**src/hdl/pctd_pkg.sv**
```systemverilog
`default_nettype none
// ----------------------------------------------------------------------------
// pctd_pkg
// Shared types, character codes and helper functions of the percent decoder.
// ----------------------------------------------------------------------------
package pctd_pkg;

    localparam int QDEPTH     = 8;
    localparam int QPTR_W     = $clog2(QDEPTH);
    localparam int QCNT_W     = $clog2(QDEPTH + 1);
    localparam int MAX_RES    = 3;
    localparam int RES_CNT_W  = $clog2(MAX_RES + 1);
    localparam int RES_IDX_W  = $clog2(MAX_RES);

    localparam logic [7:0] CH_PERCENT   = 8'h25;
    localparam logic [7:0] CH_BACKSLASH = 8'h5C;
    localparam logic [7:0] CH_COMMA     = 8'h2C;
    localparam logic [7:0] CH_DQUOTE    = 8'h22;
    localparam logic [7:0] CH_SQUOTE    = 8'h27;
    localparam logic [7:0] CH_EQUAL     = 8'h3D;
    localparam logic [7:0] CH_AMP       = 8'h26;
    localparam logic [7:0] CH_ZERO      = 8'h30;
    localparam logic [7:0] CH_TWO       = 8'h32;
    localparam logic [7:0] CH_FIVE      = 8'h35;
    localparam logic [7:0] CH_UPPER_A   = 8'h41;
    localparam logic [7:0] CH_UPPER_D   = 8'h44;

    typedef enum logic [2:0]
    {
        PH_IDLE = 3'd0,
        PH_BSL  = 3'd1,
        PH_PCT  = 3'd2,
        PH_HEX  = 3'd3
    } phase_t;

    typedef struct packed
    {
        logic [RES_CNT_W-1:0]      count;
        logic [MAX_RES-1:0][7:0]   data;
        logic [MAX_RES-1:0]        last;
    } result_set_t;

    function automatic logic is_hex(input logic [7:0] b);
        return (b inside {[8'h30:8'h39], [8'h41:8'h46], [8'h61:8'h66]});
    endfunction

    function automatic logic is_alnum(input logic [7:0] b);
        return (b inside {[8'h30:8'h39], [8'h41:8'h5A], [8'h61:8'h7A]});
    endfunction

    function automatic logic [3:0] hex_val(input logic [7:0] b);
        logic [7:0] v;
        v = 8'h00;
        if (b inside {[8'h30:8'h39]})
        begin
            v = b - 8'h30;
        end
        else if (b inside {[8'h41:8'h46]})
        begin
            v = b - 8'h37;
        end
        else if (b inside {[8'h61:8'h66]})
        begin
            v = b - 8'h57;
        end
        return v[3:0];
    endfunction

    function automatic result_set_t push(input result_set_t rs, input logic [7:0] b);
        result_set_t r;
        r = rs;
        if (r.count < RES_CNT_W'(MAX_RES))
        begin
            r.data[r.count[RES_IDX_W-1:0]] = b;
            r.count = r.count + 1'b1;
        end
        return r;
    endfunction

    function automatic result_set_t push_decoded(input result_set_t rs, input logic [7:0] v);
        result_set_t r;
        logic [7:0]  c;
        r = rs;
        c = (v == CH_DQUOTE) ? CH_SQUOTE : v;
        if (c == CH_EQUAL || c == CH_AMP)
        begin
            r = push(r, CH_BACKSLASH);
        end
        r = push(r, c);
        return r;
    endfunction

endpackage
`default_nettype wire

```
**src/hdl/pctd_decode.sv**
```systemverilog
`default_nettype none
// ----------------------------------------------------------------------------
// pctd_decode
// Escape state registers and the single-pass decode of one request.
// ----------------------------------------------------------------------------
module pctd_decode
(
    input  wire logic                  clk,
    input  wire logic                  rst_n,
    input  wire logic                  fire,
    input  wire logic [7:0]            byte_in,
    input  wire logic                  last_in,
    output pctd_pkg::result_set_t      results
);

    pctd_pkg::phase_t phase_reg;
    pctd_pkg::phase_t phase_next;
    logic [7:0]       held_digit_reg;
    logic [7:0]       held_digit_next;
    logic             dropped_25_reg;
    logic             dropped_25_next;

    always_comb
    begin
        pctd_pkg::result_set_t rs;
        pctd_pkg::phase_t      ph;
        logic [7:0]            hd;
        logic                  d25;
        logic                  fresh;

        rs    = '0;
        ph    = pctd_pkg::PH_IDLE;
        hd    = held_digit_reg;
        d25   = dropped_25_reg;
        fresh = 1'b0;

        case (phase_reg)
            pctd_pkg::PH_BSL:
            begin
                if (byte_in == pctd_pkg::CH_COMMA)
                begin
                    rs = pctd_pkg::push(rs, pctd_pkg::CH_COMMA);
                end
                else
                begin
                    rs    = pctd_pkg::push(rs, pctd_pkg::CH_BACKSLASH);
                    fresh = 1'b1;
                end
            end
            pctd_pkg::PH_PCT:
            begin
                if (pctd_pkg::is_hex(byte_in))
                begin
                    hd = byte_in;
                    ph = pctd_pkg::PH_HEX;
                end
                else
                begin
                    rs = pctd_pkg::push(rs, pctd_pkg::CH_PERCENT);
                    if (pctd_pkg::is_alnum(byte_in))
                    begin
                        rs = pctd_pkg::push(rs, byte_in);
                    end
                    else
                    begin
                        fresh = 1'b1;
                    end
                end
            end
            pctd_pkg::PH_HEX:
            begin
                if (held_digit_reg == pctd_pkg::CH_TWO && !dropped_25_reg
                    && byte_in == pctd_pkg::CH_FIVE)
                begin
                    d25 = 1'b1;
                    ph  = pctd_pkg::PH_PCT;
                end
                else if (held_digit_reg == pctd_pkg::CH_ZERO
                         && (byte_in == pctd_pkg::CH_UPPER_A
                             || byte_in == pctd_pkg::CH_UPPER_D))
                begin
                    rs = pctd_pkg::push(rs, pctd_pkg::CH_PERCENT);
                    rs = pctd_pkg::push(rs, pctd_pkg::CH_ZERO);
                    rs = pctd_pkg::push(rs, byte_in);
                end
                else if (pctd_pkg::is_hex(byte_in))
                begin
                    rs = pctd_pkg::push_decoded(rs, {pctd_pkg::hex_val(held_digit_reg),
                                                     pctd_pkg::hex_val(byte_in)});
                end
                else
                begin
                    rs = pctd_pkg::push_decoded(rs, {4'h0,
                                                     pctd_pkg::hex_val(held_digit_reg)});
                end
            end
            default:
            begin
                fresh = 1'b1;
            end
        endcase

        if (fresh)
        begin
            if (byte_in == pctd_pkg::CH_PERCENT)
            begin
                ph  = pctd_pkg::PH_PCT;
                d25 = 1'b0;
            end
            else if (byte_in == pctd_pkg::CH_BACKSLASH)
            begin
                ph = pctd_pkg::PH_BSL;
            end
            else
            begin
                rs = pctd_pkg::push(rs, byte_in);
            end
        end

        if (last_in)
        begin
            case (ph)
                pctd_pkg::PH_BSL:
                begin
                    rs = pctd_pkg::push(rs, pctd_pkg::CH_BACKSLASH);
                end
                pctd_pkg::PH_PCT:
                begin
                    rs = pctd_pkg::push(rs, pctd_pkg::CH_PERCENT);
                end
                pctd_pkg::PH_HEX:
                begin
                    rs = pctd_pkg::push_decoded(rs, {4'h0, pctd_pkg::hex_val(hd)});
                end
                default:
                begin
                end
            endcase
            if (rs.count != '0)
            begin
                rs.last[pctd_pkg::RES_IDX_W'(rs.count - 1'b1)] = 1'b1;
            end
            ph  = pctd_pkg::PH_IDLE;
            hd  = 8'h00;
            d25 = 1'b0;
        end

        results         = rs;
        phase_next      = ph;
        held_digit_next = hd;
        dropped_25_next = d25;
    end

    always_ff @(posedge clk or negedge rst_n)
    begin
        if (!rst_n)
        begin
            phase_reg      <= pctd_pkg::PH_IDLE;
            held_digit_reg <= 8'h00;
            dropped_25_reg <= 1'b0;
        end
        else if (fire)
        begin
            phase_reg      <= phase_next;
            held_digit_reg <= held_digit_next;
            dropped_25_reg <= dropped_25_next;
        end
    end

endmodule
`default_nettype wire

```
**src/hdl/pctd_result_queue.sv**
```systemverilog
`default_nettype none
// ----------------------------------------------------------------------------
// pctd_result_queue
// Result buffer: takes up to three results at once, drains one unless stalled.
// ----------------------------------------------------------------------------
module pctd_result_queue
(
    input  wire logic                  clk,
    input  wire logic                  rst_n,
    input  wire logic                  wr_en,
    input  wire pctd_pkg::result_set_t wr_set,
    output logic                       room,
    output logic                       valid,
    input  wire logic                  stall,
    output logic [7:0]                 out_byte,
    output logic                       out_last
);

    logic [pctd_pkg::QDEPTH-1:0][8:0] mem_reg;
    logic [pctd_pkg::QPTR_W-1:0]      wr_ptr_reg;
    logic [pctd_pkg::QPTR_W-1:0]      wr_ptr_next;
    logic [pctd_pkg::QPTR_W-1:0]      rd_ptr_reg;
    logic [pctd_pkg::QPTR_W-1:0]      rd_ptr_next;
    logic [pctd_pkg::QCNT_W-1:0]      count_reg;
    logic [pctd_pkg::QCNT_W-1:0]      count_next;
    logic [pctd_pkg::QCNT_W-1:0]      add;
    logic                             drain;

    assign valid    = (count_reg != '0);
    assign drain    = valid && !stall;
    assign room     = (count_reg <= pctd_pkg::QCNT_W'(pctd_pkg::QDEPTH - pctd_pkg::MAX_RES));
    assign out_byte = mem_reg[rd_ptr_reg][8:1];
    assign out_last = mem_reg[rd_ptr_reg][0];
    assign add      = wr_en ? pctd_pkg::QCNT_W'(wr_set.count) : '0;

    always_comb
    begin
        wr_ptr_next = wr_ptr_reg + pctd_pkg::QPTR_W'(add);
        rd_ptr_next = drain ? rd_ptr_reg + 1'b1 : rd_ptr_reg;
        count_next  = count_reg + add - pctd_pkg::QCNT_W'(drain);
    end

    always_ff @(posedge clk)
    begin
        if (wr_en)
        begin
            for (int i = 0; i < pctd_pkg::MAX_RES; i++)
            begin
                if (pctd_pkg::RES_CNT_W'(i) < wr_set.count)
                begin
                    mem_reg[wr_ptr_reg + pctd_pkg::QPTR_W'(i)] <=
                        {wr_set.data[i], wr_set.last[i]};
                end
            end
        end
    end

    always_ff @(posedge clk or negedge rst_n)
    begin
        if (!rst_n)
        begin
            wr_ptr_reg <= '0;
            rd_ptr_reg <= '0;
            count_reg  <= '0;
        end
        else
        begin
            wr_ptr_reg <= wr_ptr_next;
            rd_ptr_reg <= rd_ptr_next;
            count_reg  <= count_next;
        end
    end

endmodule
`default_nettype wire

```
**src/hdl/percent_escape_decoder_core.sv**
```systemverilog
`default_nettype none
// ----------------------------------------------------------------------------
// percent_escape_decoder_core
// Streaming percent-escape decoder, one raw byte per request.
// ----------------------------------------------------------------------------
// An accepted request is held in the input stage until the buffer has room.
// Throughput: one request per cycle while the result buffer has room for three
// results; the output port drains one result per cycle when out_stall is low,
// so the output side sets the sustained rate for multi-result requests.
// Reset: asynchronous, clears escape state, input stage and result buffer.
module percent_escape_decoder_core
(
    input  wire logic       clk,
    input  wire logic       rst_n,
    input  wire logic       in_valid,
    output logic            in_stall,
    input  wire logic [7:0] in_byte,
    input  wire logic       in_last,
    output logic            out_valid,
    input  wire logic       out_stall,
    output logic [7:0]      out_byte,
    output logic            out_last
);

    logic                  hold_valid_reg;
    logic                  hold_valid_next;
    logic [7:0]            byte_reg;
    logic                  last_reg;
    logic                  room;
    logic                  take;
    logic                  load;
    pctd_pkg::result_set_t results;

    assign take            = hold_valid_reg && room;
    assign in_stall        = hold_valid_reg && !room;
    assign load            = in_valid && !in_stall;
    assign hold_valid_next = load ? 1'b1 : (take ? 1'b0 : hold_valid_reg);

    always_ff @(posedge clk or negedge rst_n)
    begin
        if (!rst_n)
        begin
            hold_valid_reg <= 1'b0;
        end
        else
        begin
            hold_valid_reg <= hold_valid_next;
        end
    end

    always_ff @(posedge clk)
    begin
        if (load)
        begin
            byte_reg <= in_byte;
            last_reg <= in_last;
        end
    end

    pctd_decode u_decode
    (
        .clk     (clk),
        .rst_n   (rst_n),
        .fire    (take),
        .byte_in (byte_reg),
        .last_in (last_reg),
        .results (results)
    );

    pctd_result_queue u_queue
    (
        .clk      (clk),
        .rst_n    (rst_n),
        .wr_en    (take),
        .wr_set   (results),
        .room     (room),
        .valid    (out_valid),
        .stall    (out_stall),
        .out_byte (out_byte),
        .out_last (out_last)
    );

endmodule
`default_nettype wire
```
**config.mk**
```make
export PLATFORM = sky130hd
export DESIGN_NAME = percent_escape_decoder_core
export DESIGN_NICKNAME = d
export VERILOG_FILES = /design/src/hdl/pctd_pkg.sv /design/src/hdl/pctd_decode.sv /design/src/hdl/pctd_result_queue.sv /design/src/hdl/percent_escape_decoder_core.sv
export SDC_FILE = /design/constraint.sdc
export NUM_CORES = 1
export LEC_CHECK = 0
export ABC_AREA = 1
export BUFFER_PORTS_ARGS = -buffer_cell sky130_fd_sc_hd__clkbuf_2
export CORE_MARGIN = 5
export CORE_UTILIZATION = 25
export CTS_BUF_LIST = sky130_fd_sc_hd__clkbuf_4 sky130_fd_sc_hd__clkbuf_8
export DETAILED_ROUTE_END_ITERATION = 10
export RECOVER_POWER = 25
export SYNTH_ARGS = -nofsm -noshare
export SYNTH_HDL_FRONTEND = slang
export SYNTH_SLANG_ARGS = --single-unit
```
**constraint.sdc**
```tcl
create_clock -name clk -period 4.3 [get_ports clk]
set_input_delay 0.86 -clock clk [delete_from_list [all_inputs] [get_ports clk]]
set_output_delay 0.86 -clock clk [all_outputs]
set_load 0.1 [all_outputs]
```
==> impl_metrics.tcl, run 1 <==
set metrics [dict create \
    status "completed" \
    synthToLayoutAreaGrowth_pct 9.69 \
    max-cap-violations 0 \
    cts.path.max_buffers 2 \
    clock_skew_ns 0.0197 \
    start_kind "register" \
    grtUsageTotal_pct 15.0 \
    synth_most_common_cell "nand2_1" \
    wl_um 29900 \
    hold_class "register to register" \
    crit_top_cell "nand2_1" \
    async_reset_ff_share_pct 21.4 \
    start_util_pct 25.3 \
    end_kind "register" \
    filler_cell_count 3922 \
    synth_top_area_share_pct 27.0 \
    leakagePower_nw 4.76 \
    seq_area_frac_synth_pct 33.1 \
    power.density_mw_per_mm2 696 \
    cp.required_ns 4.59 \
    io_buffers 23 \
    irDropWorstVdd_v 0.000572 \
    slew_violations 0 \
    clkSinkCount 103 \
    synthTopCellsByArea "edfxtp_1 (27%), nand2_1 (17%), inv_1 (7.4%), dfrtp_1 (6.1%), nor2_1 (5.4%)" \
    yosysTopAreaCell "edfxtp_1" \
    syn_area_mm2 0.00901 \
    firstDrtPassIters 6 \
    tritoncts "built" \
    fin_crit_sh_pct 92.2 \
    ys_seq_elements 103 \
    syn_inst 1328 \
    core-area_mm2 0.0356 \
    cp_slowest_cell "dfrtp_1" \
    grt_pass1_vias 8288 \
    synth_nets 1365 \
    final_hold_viol_count 0 \
    synth_ff_type "edfxtp_1" \
    cts_root_buffer "clkbuf_8" \
    viasPerCell 4.93 \
    relSlewSlack_pct 15.5 \
    critPathTopFamily "simple AND/OR/NAND/NOR gates" \
    grt_max_degree 73 \
    antennaDiodeCount 0 \
    yosysWarnings 0 \
    grt_remaining_overflow 0 \
    worst-slew-pin-transition_ns 1.27 \
    gp_congestion 0.923 \
    setup_viol 0 \
    rsz0062_at_grt "no" \
    largest_reg_flops 72 \
    fin_nets 1390 \
    clock_latency_ns 0.41 \
    drt_iter0_markers 949 \
    drtAntennaViolNets 0 \
    avgSynthCellArea_um2 6.79 \
    fin_util_pct 27.8 \
    slowest_delay_ns 0.48 \
    tns_ns 0 \
    dp.final_hpwl_um 21200 \
    h-tree-depth 3 \
    num_io_pins 24 \
    rows 69 \
    hold_buffers 0 \
    max_clock_freq_mhz 252 \
    cp_data_arrival_time_ns 4.26 \
    clk_pin_slew_ns 0.10 \
    drc_errors 0 \
    ys_types 52 \
    avgRoutedWirePerCell_um 16.5 \
    path_class "register to register" \
    grt_pass1_wl_um 46700 \
    antenna_found_initial 0 \
    cp_max_fo 11 \
    die_y_um 200 \
    num_vias 8960 \
    dieArea_mm2 0.0399 \
    cts_inserted_buffers 9 \
    synth_edf_count 81 \
    critPathBufInv 5 \
    drive_above_1_share_pct 12.2 \
    synth_common_cells "nand2_1 (397), inv_1 (178), nor2_1 (130), nand3_1 (95), edfxtp_1 (81)" \
    die_x_um 200 \
    period_needed_ns 3.97 \
]
-- cell families (layout without fill, tap and decap cells) --
family	count (synthesis)	count (layout)	share of synthesized area (%)
and+or+nand+nor	707	707	36.2
buffers and inverters	250	280	11.7
DFF	103	103	33.1
AOI/OAI and AO/OA	236	236	14.6
adders and majority gates	24	24	3.50
xor gates and xnor gates	8	8	0.778
-- worst paths after layout --
check | startpoint | to | slack [ns] | cells after the start
max | u_decode.held_digit_reg[1]$_DFFE_PN0P_ | u_queue.count_reg[2]$_DFF_PN0_ | 0.33 | 28
max in group asynchronous | rst_n | u_decode.dropped_25_reg$_DFFE_PN0P_ | 2.84 | 1
min | hold_valid_reg$_DFFE_PN0P_ | hold_valid_reg$_DFFE_PN0P_ | 0.50 | 2
min reg2reg | hold_valid_reg$_DFFE_PN0P_ | hold_valid_reg$_DFFE_PN0P_ | 0.50 | 2
min in group asynchronous | rst_n | hold_valid_reg$_DFFE_PN0P_ | 0.71 | 1
max reg2reg | u_decode.held_digit_reg[1]$_DFFE_PN0P_ | u_queue.count_reg[2]$_DFF_PN0_ | 0.33 | 28
-- routing by layer --
metal | routed length, µm | part of all wire [%] | up-vias | global-route usage (%)
li1 | - | - | 4374 | -
met1 | 12800 | 43 | 4167 | 19.8
met2 | 14100 | 47 | 350 | 25.1
met3 | 2000 | 6.7 | 69 | 1.90
met4 | 1040 | 3.5 | 0 | 5.64
met5 | 0 | 0 | - | 0
-- metrics by stage --
step           worst slack, ns  hold WS [ns]  total power, mW  area [µm²]  instances
2_1_floorplan            0.683         0.460             5.17        9010       1328
3_3_place_gp             0.340         0.478             6.20        9680       1801
3_5_place_dp             0.308         0.485             6.26        9680       1801
4_1_cts                  0.275         0.446             6.89        9860       1817
5_1_grt                 0.0127         0.557             7.44        9880       1819
6_report                 0.333         0.504             6.88        9880       1819
-- cell type report --
type                    count  area, µm²  area share (%)
repair buffers             56        367            3.71
clock inverters             7       56.3           0.570
multi-input cells         975       5000            50.6
clock buffers               9        124            1.25
well taps                 461        577            5.84
flip-flops and latches    103       2980            30.2
inverters                 208        781            7.90
-- where the power goes --
part	internal [mW]	switching, mW
clock network	0.218	0.402
registers	1.82	0.307
logic	1.10	3.03
-- layout by cell type, fill, tap and decap left out, drive strengths merged, types with 21 or more instances in the layout --
master and count:
nor2 142, nand4 21, inv 206, clkbuf 29
edfxtp 81, ha 22, buf 36, dfrtp 22
o21ai 118, nand2 417, a21oi 67, nand3 105
-- timing repair --
item,in CTS,in global routing
resized for setup,0,6
buffers inserted,0,2
endpoints found under the setup margin,0,19
-- worst reg2reg max path, delay by kind of cell (launching register included) --
family	cells	cell delay, ns
simple gates	18	1.63
fa+ha+maj	3	0.96
flops	1	0.48
buf+inv	5	0.47
compound gates	1	0.16
xor+xnor	1	0.16
No activity file was read; power rests on OpenSTA's default activity.
==> inputs of run 2 (changes only) <==
--- a/config.mk
+++ b/config.mk
@@ -7,10 +7,13 @@
 export LEC_CHECK = 0
 export ABC_AREA = 1
 export BUFFER_PORTS_ARGS = -buffer_cell sky130_fd_sc_hd__clkbuf_2
+export CELL_PAD_IN_SITES_DETAIL_PLACEMENT = 0
+export CELL_PAD_IN_SITES_GLOBAL_PLACEMENT = 1
 export CORE_MARGIN = 5
 export CORE_UTILIZATION = 25
 export CTS_BUF_LIST = sky130_fd_sc_hd__clkbuf_4 sky130_fd_sc_hd__clkbuf_8
 export DETAILED_ROUTE_END_ITERATION = 10
+export PLACE_DENSITY_LB_ADDON = 0.1
 export RECOVER_POWER = 25
 export SYNTH_ARGS = -nofsm -noshare
 export SYNTH_HDL_FRONTEND = slang
==> run 2 against run 1 <==
Sequential share of layout area shrank 0.70 points. Highest routed layer unchanged. Die area is the same. Clock power grew 13%. Total power grew 8.1%. Non-clock buffer count grew 11. Wire length grew 24%. Sequential power is essentially flat. Setup slack gained 0.035 ns. Register-to-register slack gained 0.04 ns. Clock skew grew 0.0090 ns. Utilization grew 0.68 points. Via count shrank 1.8%.
==> impl_metrics.tcl, run 2 (synthesized netlist as in run 1, its figures left out) <==
set metrics [dict create \
    status "completed" \
    num_io_pins 24 \
    path_class "register to register" \
    cts_inserted_buffers 9 \
    clock_skew_ns 0.0286 \
    gp_congestion 0.859 \
    grtUsageTotal_pct 18.8 \
    dpl_cell_area_mm2 0.00990 \
    dieArea_mm2 0.0399 \
    clkSinkCount 103 \
    met3_usage_pct 2.84 \
    die_x_um 200 \
    firstDrtPassIters 6 \
    die_y_um 200 \
    filler_cell_count 4043 \
    place_ws_ns 0.195 \
    drive_above_1_share_pct 12.9 \
    cp.required_ns 4.61 \
    num_vias 8797 \
    leakagePower_nw 4.87 \
    io_buffers 23 \
    clk_pin_slew_ns 0.12 \
    synthToLayoutAreaGrowth_pct 12.4 \
    grt_remaining_overflow 0 \
    grt_max_degree 59 \
    rows 69 \
    rsz0062_at_grt "no" \
    fin_crit_sh_pct 91.4 \
    fin_nets 1401 \
    power.density_mw_per_mm2 735 \
    tns_ns 0 \
    slew_violations 0 \
    final_cell_mix "nand2_1 (398), inv_1 (176), nor2_1 (129), nand3_1 (94), edfxtp_1 (81)" \
    h-tree-depth 3 \
    drtAntennaViolNets 0 \
    max-cap-violations 0 \
    setup_slack_ns 0.369 \
    tritoncts "built" \
    setup_viol 0 \
    hold_class "register to register" \
    fin_area_mm2 0.0101 \
    regToRegSetupSlack_ns 0.37 \
    hold_buffers 0 \
    core-area_mm2 0.0356 \
    clock_latency_ns 0.43 \
    period_needed_ns 3.93 \
    final_common_cell "nand2_1" \
    avgRoutedWirePerCell_um 20.3 \
    busiest_layer "met2" \
    grt_pass1_vias 8744 \
    final_hold_viol_count 0 \
    largest_reg_flops 72 \
    drt_iter0_markers 667 \
    relSlewSlack_pct 14.5 \
    cp_data_arrival_time_ns 4.25 \
    use_met1_pct 26.5 \
    cts_root_buffer "clkbuf_8" \
    end_kind "register" \
    wl_um 37100 \
    cp_max_fo 11 \
    max_clock_freq_mhz 254 \
    irDropWorstVdd_v 0.000614 \
    viasPerCell 4.81 \
    seq_area_mm2 0.00299 \
    antenna_found_initial 0 \
    use_met2_pct 30.0 \
    worst-slew-pin-transition_ns 1.28 \
    dp.final_hpwl_um 27100 \
    start_util_pct 25.3 \
    antennaDiodeCount 0 \
    start_kind "register" \
    cts.path.max_buffers 2 \
    drc_errors 0 \
    grt_pass1_wl_um 55900 \
    multiInputGateArea_mm2 0.00499 \
]
[run 2: cell types whose count changed in the layout (fill, tap and decap cells not counted), sizes merged]
cell	change
clkinv	-1
clkinvlp	-1
clkbuf	-5
bufinv	+1
buf	+17
[run 2: path summary, 6_finish.rpt]
path | startpoint | endpoint | cells past startpoint
min | hold_valid_reg$_DFFE_PN0P_ | hold_valid_reg$_DFFE_PN0P_ | 2
max | u_decode.held_digit_reg[0]$_DFFE_PN0P_ | u_queue.wr_ptr_reg[2]$_DFF_PN0_ | 27
max reg2reg | u_decode.held_digit_reg[0]$_DFFE_PN0P_ | u_queue.wr_ptr_reg[2]$_DFF_PN0_ | 27
max in group asynchronous | rst_n | u_decode.held_digit_reg[1]$_DFFE_PN0P_ | 1
min in group asynchronous | rst_n | u_queue.count_reg[3]$_DFF_PN0_ | 1
min reg2reg | hold_valid_reg$_DFFE_PN0P_ | hold_valid_reg$_DFFE_PN0P_ | 2
[run 2: repair_timing]
action,4_1_cts,5_1_grt
resized for setup,0,7
setup buffers,0,2
setup endpoints to repair,0,16
[run 2: final cells by class]
cell class | instances | area share (%)
Inverter | 208 | 7.71
Timing Repair Buffer | 67 | 5.83
Multi-Input combinational cell | 975 | 49.3
Sequential cell | 103 | 29.5
Tap cell | 461 | 5.70
Clock buffer | 10 | 1.30
Clock inverter | 6 | 0.655
[run 2: through the flow]
step,hold slack [ns],util [%],instances,power (mW)
global route,0.582,28.5,1830,8.04
CTS,0.413,28.4,1828,7.52
floorplan,0.460,-,1328,5.17
finish,0.514,28.5,1830,7.44
global placement,0.484,27.8,1812,6.81
detailed placement,0.495,27.8,1812,6.80
[run 2: critical path: stages (launching register included)]
cell and delay [ns]:
dfrtp_2 0.43, inv_2 0.09, ha_1 0.21, o21ai_0 0.15, nand2_1 0.10, nand2_1 0.15
nand2_1 0.07, nand2_1 0.07, nand2_1 0.11, inv_2 0.11, nand2_1 0.05, nor2_1 0.14
nand2_1 0.11, nand2_1 0.08, nand2_1 0.06, inv_2 0.09, nand2_4 0.07, nand2_2 0.08
nand2_4 0.06, nand3_4 0.15, nand2_1 0.13, nand2_1 0.10, a21oi_2 0.09, a211oi_1 0.36
ha_1 0.22, inv_1 0.05, fa_1 0.37, xnor2_1 0.13
[run 2: report_power, final]
| part | switching (mW) | internal, mW | total, mW |
|---|---|---|---|
| combinational | 3.25 | 1.39 | 4.64 |
| clock | 0.420 | 0.281 | 0.701 |
| sequential | 0.282 | 1.82 | 2.10 |
| total | 3.95 | 3.49 | 7.44 |
[run 2: layer usage]
| metal | part of all wire (%) | up-vias |
|---|---|---|
| li1 | - | 4395 |
| met1 | 48 | 4177 |
| met2 | 45 | 186 |
| met3 | 4.4 | 39 |
| met4 | 2.2 | 0 |
| met5 | 0 | - |
==> inputs of run 3 (changes only) <==
--- a/config.mk
+++ b/config.mk
@@ -5,8 +5,7 @@
 export SDC_FILE = /design/constraint.sdc
 export NUM_CORES = 1
 export LEC_CHECK = 0
-export ABC_AREA = 1
-export BUFFER_PORTS_ARGS = -buffer_cell sky130_fd_sc_hd__clkbuf_2
+export BUFFER_PORTS_ARGS = -buffer_cell sky130_fd_sc_hd__buf_2
 export CELL_PAD_IN_SITES_DETAIL_PLACEMENT = 0
 export CELL_PAD_IN_SITES_GLOBAL_PLACEMENT = 1
 export CORE_MARGIN = 5
==> run 3 against run 2 <==
The flow now finishes with violations (capacitance limit, slew limit). Total power fell by 4.9%. Largest power group unchanged. Global-route usage up 0.35 points. Synthesized cell count down 32%. First-iteration DRC count increased by 18%. Sequential power increased by 3%. Via count fell by 10%. Final cell count down 23%. Highest routed layer unchanged. Clock power is 11% lower.
==> impl_metrics.tcl, run 3 <==
set metrics [dict create \
    antenna_found_initial 0 \
    synthTopCellsByArea "edfxtp_1 (29%), dfrtp_1 (6.6%), nor2_1 (5.5%), mux4_2 (5.1%), ha_1 (3.3%)" \
    syn_area_mm2 0.00839 \
    critPathBufInv 3 \
    synth_most_common_cell "nor2_1" \
    io_buffers 23 \
    dieArea_mm2 0.0373 \
    dp.final_hpwl_um 26400 \
    drt_iter0_markers 789 \
    slew_violations 73 \
    avgRoutedWirePerCell_um 25.8 \
    rows 67 \
    grt_max_degree 73 \
    drtAntennaViolNets 0 \
    synth_top_area_share_pct 29.0 \
    synth_common_cells "nor2_1 (122), edfxtp_1 (81), nand2_1 (68), a21oi_1 (46), nor3_1 (40)" \
    clkSinkCount 103 \
    synthToLayoutAreaGrowth_pct 14.5 \
    cp_slowest_cell "a31oi_1" \
    synth_nets 934 \
    cp_max_fo 5 \
    start_kind "register" \
    crit_start "byte_reg[1]$_DFFE_PP_" \
    grtUsageTotal_pct 19.2 \
    core-area_mm2 0.0334 \
    largest_reg_flops 72 \
    final_common_cell "nor2_1" \
    synth_edf_count 81 \
    antennaDiodeCount 0 \
    leakagePower_nw 3.64 \
    grt_pass1_vias 7856 \
    irDropWorstVdd_v 0.000630 \
    r2r_start "byte_reg[1]$_DFFE_PP_" \
    critPathTopFamily "compound AO/OA/AOI/OAI gates" \
    fin_nets 995 \
    ys_seq_elements 103 \
    hold_buffers 0 \
    drive_above_1_share_pct 20.4 \
    tns_ns 0 \
    gp_congestion 0.857 \
    async_reset_ff_share_pct 21.4 \
    h-tree-depth 3 \
    failed_checks "capacitance limit, slew limit" \
    final_cell_mix "nor2_1 (122), edfxtp_1 (81), buf_4 (75), nand2_1 (68), a21oi_1 (44)" \
    grt_pass1_wl_um 54100 \
    cts_root_buffer "clkbuf_8" \
    grt_remaining_overflow 0 \
    min-delay-start "hold_valid_reg$_DFFE_PN0P_" \
    path_class "register to register" \
    cp.required_ns 4.59 \
    start_util_pct 25.2 \
    viasPerCell 5.60 \
    setup_viol 0 \
    setup_slack_ns 0.218 \
    clock_skew_ns 0.0198 \
    power.density_mw_per_mm2 736 \
    filler_cell_count 3599 \
    clk_pin_slew_ns 0.11 \
    avgSynthCellArea_um2 9.36 \
    num_io_pins 24 \
    period_needed_ns 4.08 \
    hold_class "register to register" \
    post_cts.repair.setup_buffers 0 \
    num_vias 7903 \
    yosysTopAreaCell "edfxtp_1" \
    place_ws_ns 0.0954 \
    status "finished, violations left" \
    end_kind "register" \
    worst-slew-pin-transition_ns 2.12 \
    syn_inst 897 \
    die_y_um 193 \
    firstDrtPassIters 5 \
    synth_ff_type "edfxtp_1" \
    clock_latency_ns 0.43 \
    final_hold_viol_count 0 \
    crit_chain "inv_1, ha_1, buf_4, o21bai_1, o21ai_1, a31oi_1, nand3_1, a31oi_1, nor2_1, or3_1, a21oi_1, ha_1, inv_1, fa_1, xnor2_1" \
    cts_resized 0 \
    relSlewSlack_pct -41.0 \
    yosysWarnings 0 \
    cts_inserted_buffers 9 \
    seq_area_frac_synth_pct 35.5 \
    drc_errors 0 \
    wl_um 36400 \
    fin_crit_sh_pct 94.9 \
    slowest_delay_ns 0.51 \
    cp_data_arrival_time_ns 4.37 \
    rsz0062_at_grt "no" \
    max_clock_freq_mhz 245 \
    tritoncts "built" \
    die_x_um 193 \
    cts.path.max_buffers 2 \
    max-cap-violations 1 \
    ys_types 93 \
]
run 3: cell types whose count changed in the layout (fill, tap and decap cells not counted), sizes merged, moves of 29 or more:
| cell | before | now |
|---|---|---|
| inv | 206 | 29 |
| nand2 | 417 | 72 |
| nand3 | 105 | 27 |
| nor3 | 14 | 43 |
| o21ai | 118 | 47 |
| buf | 53 | 95 |
run 3: area by class of cell:
cell class                      count  area, µm²  area share [%]
Multi-Input combinational cell    713       5100            53.0
Sequential cell                   103       2980            31.0
Timing Repair Buffer              100        683            7.11
Tap cell                          448        561            5.83
Clock buffer                        9        124            1.29
Inverter                           31        118            1.22
Clock inverter                      7       50.0           0.521
run 3: path summary, 6_finish.rpt:
check | endpoint | slack [ns] | cells past startpoint
hold / removal | hold_valid_reg$_DFFE_PN0P_ | 0.54 | 2
setup / recovery | u_queue.wr_ptr_reg[2]$_DFF_PN0_ | 0.22 | 15
min in group asynchronous | u_decode.held_digit_reg[0]$_DFFE_PN0P_ | 0.73 | 1
setup reg to reg | u_queue.wr_ptr_reg[2]$_DFF_PN0_ | 0.22 | 15
hold reg to reg | hold_valid_reg$_DFFE_PN0P_ | 0.54 | 2
max in group asynchronous | u_decode.held_digit_reg[4]$_DFFE_PN0P_ | 2.76 | 1
run 3: metrics by stage:
stage / area (µm²) / std cells / util [%] / power [mW] / hold WS [ns]
final: 9610 / 1411 / 28.8 / 7.07 / 0.543
after global routing: 9610 / 1411 / 28.8 / 7.53 / 0.569
after CTS: 9590 / 1411 / 28.7 / 7.10 / 0.407
after detailed placement: 9420 / 1395 / 28.2 / 6.44 / 0.515
after global placement: 9420 / 1395 / 28.2 / 6.46 / 0.518
after floorplan: 8400 / 897 / - / 5.23 / 0.485
run 3: power by group:
| part | switching [mW] | internal (mW) |
|---|---|---|
| Combinational | 2.87 | 1.41 |
| Sequential | 0.320 | 1.84 |
| Clock | 0.413 | 0.211 |
run 3: worst register-to-register path: stages, from the launching register on:
cell      delay, ns
edfxtp_1       0.38
inv_1          0.09
ha_1           0.23
buf_4          0.17
o21bai_1       0.23
o21ai_1        0.20
a31oi_1        0.51
nand3_1        0.24
a31oi_1        0.32
nor2_1         0.12
or3_1          0.38
a21oi_1        0.30
ha_1           0.21
inv_1          0.05
fa_1           0.37
xnor2_1        0.13
run 3: metal layers:
layer	part of all wire, %	routed length (µm)	vias to the layer above	global-route usage [%]
li1	-	-	3600	-
met1	48	17400	4030	28.4
met2	45	16500	256	29.4
met3	5.7	2090	17	3.36
met4	1.0	374	0	3.93
met5	0	0	-	0
run 3: kinds of logic (layout without fill, tap and decap cells):
kind of cell               count (synthesis)  count (layout)  share of synthesized area [%]
adders and majority gates                 24              24                           3.76
buffers and inverters                     81             147                           4.20
and+or+nand+nor                          343             343                           20.2
xor gates and xnor gates                   8               8                          0.835
AOI/OAI and AO/OA                        280             280                           25.4
DFF                                      103             103                           35.5
muxes                                     58              58                           10.1
